--- src/sv/lrp_pkg.sv ---
`timescale 1ns / 1ps
// ----------------------------------------------------------------------------
// lrp_pkg
// Shared types and codes of the table-driven shift-reduce parser engine.
// ----------------------------------------------------------------------------
package lrp_pkg;

  localparam logic [2:0] REQ_FEED     = 3'd0;
  localparam logic [2:0] REQ_WR_ACT   = 3'd1;
  localparam logic [2:0] REQ_WR_GOTO  = 3'd2;
  localparam logic [2:0] REQ_WR_RULE  = 3'd3;
  localparam logic [2:0] REQ_RST      = 3'd4;

  localparam logic [2:0] EV_REDUCE    = 3'd0;
  localparam logic [2:0] EV_SHIFT     = 3'd1;
  localparam logic [2:0] EV_SYNTAX    = 3'd2;
  localparam logic [2:0] EV_OVERFLOW  = 3'd3;
  localparam logic [2:0] EV_FAULT     = 3'd4;

  typedef enum logic [2:0] {
    CMD_FEED,
    CMD_WR_ACT,
    CMD_WR_GOTO,
    CMD_WR_RULE,
    CMD_RST
  } cmd_e;

  typedef struct packed {
    cmd_e              cmd;
    logic [5:0]        symbol;
    logic [7:0]        table_state;
    logic signed [8:0] action_value;
    logic [7:0]        goto_target;
    logic [7:0]        rule_number;
    logic [5:0]        rule_lhs;
    logic [3:0]        rule_length;
  } item_t;

  typedef struct packed {
    logic [2:0] kind;
    logic [7:0] rule;
    logic [5:0] lhs;
    logic [7:0] state;
    logic [6:0] depth;
    logic       last;
  } evt_t;

endpackage

--- src/sv/lrp_front.sv ---
`timescale 1ns / 1ps
// ----------------------------------------------------------------------------
// lrp_front
// Accepts items, classifies them, drops ignored ones, and queues the rest.
// ----------------------------------------------------------------------------
module lrp_front #(
  parameter int STATE_COUNT   = 256,
  parameter int NUM_TERMINALS = 64,
  parameter int NONTERM_COUNT = 64,
  parameter int RULE_COUNT    = 256
) (
  input  logic                clk_i,
  input  logic                rst_ni,
  input  logic                push,
  output logic                full,
  input  logic [2:0]          req_type_i,
  input  logic [5:0]          symbol_i,
  input  logic [7:0]          table_state_i,
  input  logic signed [8:0]   action_value_i,
  input  logic [7:0]          goto_target_i,
  input  logic [7:0]          rule_number_i,
  input  logic [5:0]          rule_lhs_i,
  input  logic [3:0]          rule_length_i,
  output lrp_pkg::item_t      item_o,
  output logic                item_valid_o,
  input  logic                item_pop_i
);
  import lrp_pkg::*;

  item_t      cls;
  logic       keep;
  logic       st_ok;
  item_t      q_mem [2];
  logic       wp_q, wp_d, rp_q, rp_d;
  logic [1:0] cnt_q, cnt_d;
  logic       do_push, do_pop;

  always_comb begin
    st_ok           = 32'(table_state_i) < STATE_COUNT;
    cls.symbol       = symbol_i;
    cls.table_state  = table_state_i;
    cls.action_value = action_value_i;
    cls.goto_target  = goto_target_i;
    cls.rule_number  = rule_number_i;
    cls.rule_lhs     = rule_lhs_i;
    cls.rule_length  = rule_length_i;
    cls.cmd          = CMD_FEED;
    keep             = 1'b0;
    case (req_type_i)
      REQ_FEED: begin
        cls.cmd = CMD_FEED;
        keep    = 1'b1;
      end
      REQ_WR_ACT: begin
        cls.cmd = CMD_WR_ACT;
        keep    = st_ok && (32'(symbol_i) < NUM_TERMINALS);
      end
      REQ_WR_GOTO: begin
        cls.cmd = CMD_WR_GOTO;
        keep    = st_ok && (32'(symbol_i) < NONTERM_COUNT);
      end
      REQ_WR_RULE: begin
        cls.cmd = CMD_WR_RULE;
        keep    = 32'(rule_number_i) < RULE_COUNT;
      end
      REQ_RST: begin
        cls.cmd = CMD_RST;
        keep    = 1'b1;
      end
      default: begin
        keep = 1'b0;
      end
    endcase
  end

  assign full         = cnt_q == 2'd2;
  assign item_valid_o = cnt_q != 2'd0;
  assign item_o       = q_mem[rp_q];
  assign do_push      = push && !full && keep;
  assign do_pop       = item_pop_i && item_valid_o;

  always_comb begin
    wp_d  = do_push ? ~wp_q : wp_q;
    rp_d  = do_pop ? ~rp_q : rp_q;
    cnt_d = cnt_q + {1'b0, do_push} - {1'b0, do_pop};
  end

  always_ff @(posedge clk_i) begin
    if (do_push) begin
      q_mem[wp_q] <= cls;
    end
  end

  always_ff @(posedge clk_i or negedge rst_ni) begin
    if (!rst_ni) begin
      wp_q  <= 1'b0;
      rp_q  <= 1'b0;
      cnt_q <= 2'd0;
    end else begin
      wp_q  <= wp_d;
      rp_q  <= rp_d;
      cnt_q <= cnt_d;
    end
  end

  a_cnt_max: assert property (@(posedge clk_i) disable iff (!rst_ni) cnt_q <= 2'd2)
    else $error("front queue count beyond depth");
  a_full_hold: assert property (@(posedge clk_i) disable iff (!rst_ni)
    full && !item_pop_i |=> full)
    else $error("front queue lost an item while full");
  a_ptr_eq: assert property (@(posedge clk_i) disable iff (!rst_ni)
    (cnt_q == 2'd0) |-> (wp_q == rp_q))
    else $error("front queue pointers disagree when empty");

endmodule

--- config.mk ---
export PLATFORM = sky130hd
export DESIGN_NAME = lrp_front
export DESIGN_NICKNAME = d
export VERILOG_FILES = /design/src/sv/lrp_pkg.sv /design/src/sv/lrp_front.sv
export SDC_FILE = /design/constraint.sdc
export NUM_CORES = 1
export LEC_CHECK = 0
export ABC_CLOCK_PERIOD_IN_PS = 4800
export BUFFER_PORTS_ARGS = -buffer_cell sky130_fd_sc_hd__buf_2
export CORE_ASPECT_RATIO = 0.7
export CORE_MARGIN = 2
export CORE_UTILIZATION = 25
export DETAILED_ROUTE_END_ITERATION = 10
export PLACE_DENSITY = 0.53
export SKIP_LAST_GASP = 1
export SYNTH_ARGS = -nofsm -noshare
export SYNTH_HDL_FRONTEND = slang
export SYNTH_SLANG_ARGS = --single-unit
--- constraint.sdc ---
create_clock -name clk_i -period 4.8 [get_ports clk_i]
set_input_delay 0 -clock clk_i [delete_from_list [all_inputs] [get_ports clk_i]]
set_output_delay 0 -clock clk_i [all_outputs]
set_load 0.01 [all_outputs]
==> flow_summary_export.csv <==
group,metric,value,unit
setup_path,rr_endpoint,"q_mem[0][26]$_DFFE_PP_",
routing,viasPerCell,3.824,
placed_design,hpwl,4.920,mm
routing,drt_first_pass_iters,4,
timing,drv_slew,0,
setup_path,worst_ep_arrival_time,2.27,ns
logic_synthesis,synth_top_area_cell,"edfxtp_1",
routing,ant_nets,0,
timing,slew-limit-headroom,31.65,%
timing,setup_tns,0,ns
run,max_cap_violations,0,
setup_path,r2r_start,"cnt_q[1]$_DFF_PN0_",
die,initial_core_util,25.82,%
clocking,cts_resized,0,
logic_synthesis,synth_top_area_share,73.54,%
setup_path,worst_path_max_delay_cell,"nor2_4",
cells_and_area,area_growth,37.86,%
placed_design,gp_congestion,0.6839,
clocking,cts_tree,"done",
placed_design,portBuffers,109,
logic_synthesis,synthTopCellsByArea,"edfxtp_1 (74%), mux2_4 (17%), buf_12 (2.4%)",
timing,setup_viol,0,
worst_hold_path,min_from,"req_type_i[0]",
die,die_h,113.0,um
routing,drc,0,
power,leakagePower,2.310,nW
worst_hold_path,whs_path_depth,2,
setup_path,crit_chain,"and2b_1, nand3b_4, nor2_4, buf_4",
grt,grt_pass1_wl,12.56,mm
setup_path,worst-setup-path-type,"register to register",
grt,grt_max_degree,54,
logic_synthesis,synthCells,184,
clocking,root_buffer,"clkbuf_16",
clocking,clock_latency,0.34,ns
timing,hold_viol,0,
setup_path,cp_data_required_time,4.79,ns
logic_synthesis,syn-num-nets,242,
timing,finalClockSkew,0.006468,ns
timing,tightest_slew,1.025,ns
cells_and_area,drive_gt1_share,50.42,%
timing,max_freq,437.9,MHz
die,dieWidth,159.8,um
timing,fin_crit,2.284,ns
die,dieArea,18060,um^2
die,core-area,16440,um^2
die,std_cell_rows,39,
clocking,clk_pin_slew,0.07,ns
routing,routed_wl,8.171,mm
setup_path,start_kind,"register",
grt,track_usage,9.095,%
logic_synthesis,synthesis.area,4247,um^2
logic_synthesis,yosysSeqAreaShare,75.90,%
grt,overflow,0,
power,ir_worst_vdd,0.0002170,V
timing,hold_ws,0.07091,ns
logic_synthesis,avgSynthCellArea,23.08,um^2
logic_synthesis,synth.ff_latch_count,108,
cells_and_area,final_util,35.60,%
routing,drtIter0Drc,85,
outcome,status,"finished, final reports clean",
cells_and_area,nets,414,
grt,antenna_found_initial,0,
setup_path,r2r_setup_slack,2.52,ns
timing,rsz0062_at_grt,"no",
grt,grt_pass1_vias,2427,
setup_path,cpPeakStageDelay,0.61,ns
worst_hold_path,holdPathEnd,"q_mem[0][49]$_DFFE_PP_",
cells_and_area,diodes,0,
logic_synthesis,ys.warnings.count,0,
setup_path,rr_worst_depth,4,
routing,via_count,2241,
cells_and_area,design_area,5854,um^2
setup_path,crit_path_max_fanout,29,
power,power_density,505.2,nW/um^2
die,io_pins,110,
clocking,cts_buffers,9,
placed_design,placedInstanceArea,4996,um^2
clocking,cts.htree.levels,3,
worst_hold_path,hold_class,"input port to register",
power,totalPowerFinal,2.958,mW
clocking,cts.sinks,108,
setup_path,cp-end-kind,"register",
timing,fin_crit_sh,47.58,%
logic_synthesis,ys_types,18,
clocking,post_cts_buffers,0,
clocking,clock_path_buffers,2,
routing,wl_per_cell,13.94,um
==> timing repair <==
item | in CTS | in global routing
hold buffers | 56 | 0
endpoints found under the setup margin | 0 | 0
hold endpoints to repair | 110 | 0
==> kinds of logic after synthesis <==
| logic type | Yosys count | share of synthesized area [%] |
|---|---|---|
| buffers and inverters | 8 | 2.799 |
| adders and majority gates | 2 | 0.5892 |
| AOI/OAI and AO/OA | 1 | 0.1177 |
| and+or+nand+nor | 9 | 1.650 |
| muxes | 52 | 18.12 |
| DFF | 108 | 75.90 |
| xor gates and xnor gates | 4 | 0.8251 |
==> cells in the mapped netlist <==
library cell,instances
mux2_2,3
ha_1,2
nor2_1,2
buf_6,1
and2b_1,1
dfrtp_1,4
xor2_1,1
nor2b_1,2
inv_1,2
o21ai_1,1
nand3b_4,1
and2_4,1
edfxtp_1,104
xnor2_1,3
buf_12,5
or2_1,1
nor3b_1,1
mux2_4,49
==> state kept, by name, summed over array words and instances (netlist names) <==
signal and cells:
q_mem 104, cnt_q 2, rp_q 1, wp_q 1
==> critical path, delay by kind of cell, from the launching register on <==
family	cells	cell delay, ns
DFF	1	0.40
and+or+nand+nor	3	0.99
buffers and inverters	1	0.52
==> power breakdown <==
group	internal [mW]	leakage [nW]	switching (mW)
Combinational	0.504	1.16	0.337
Clock	0.410	0.146	0.333
Sequential	1.21	1.00	0.166
==> worst max-delay path by stage <==
stage               slack [ns]                from                     end  cells after the start
finish                    2.52  cnt_q[1]$_DFF_PN0_  q_mem[0][26]$_DFFE_PP_                      4
global placement          2.53  cnt_q[1]$_DFF_PN0_  q_mem[1][23]$_DFFE_PP_                      4
floorplan                 1.39  cnt_q[1]$_DFF_PN0_   q_mem[0][0]$_DFFE_PP_                      3
detailed placement        2.44  cnt_q[1]$_DFF_PN0_  q_mem[0][28]$_DFFE_PP_                      4
CTS                       2.43  cnt_q[1]$_DFF_PN0_  q_mem[0][26]$_DFFE_PP_                      4
global route              2.36  cnt_q[1]$_DFF_PN0_  q_mem[0][26]$_DFFE_PP_                      4
==> metal layers <==
layer  track usage, %  up-vias  part of all wire [%]
met1            10.33     1100                    43
met5                0        -                     0
met3            3.556       10                   6.1
li1                 -     1058                     -
met4            2.342        0                   1.1
met2            16.16       73                    50
==> final cells by class <==
type | count | area [um^2]
Multi-Input combinational cell | 68 | 919.6
Fill cell | 1606 | 10590
Clock buffer | 10 | 229.0
Sequential cell | 108 | 3227
Clock inverter | 6 | 68.82
Tap cell | 225 | 281.5
Timing Repair Buffer | 167 | 1121
Inverter | 2 | 7.507
==> placed cells by master, fill, tap and decap left out, drive strengths merged <==
cell,count
xor2,1
edfxtp,104
clkbuf,10
and2b,1
nor2b,2
dlygate4sd3,56
nor3b,1
and2,1
dfrtp,4
nor2,2
nand3b,1
ha,2
xnor2,3
inv,5
mux2,52
clkinv,2
or2,1
o21ai,1
buf,111
bufinv,1
==> per-stage QoR <==
stage | cells | worst slack, ns
after floorplan | 184 | 1.391
after global placement | 514 | 2.533
after detailed placement | 514 | 2.436
after CTS | 586 | 2.429
after global routing | 586 | 2.359
final | 586 | 2.516
Power figures use the tool's default switching activity.
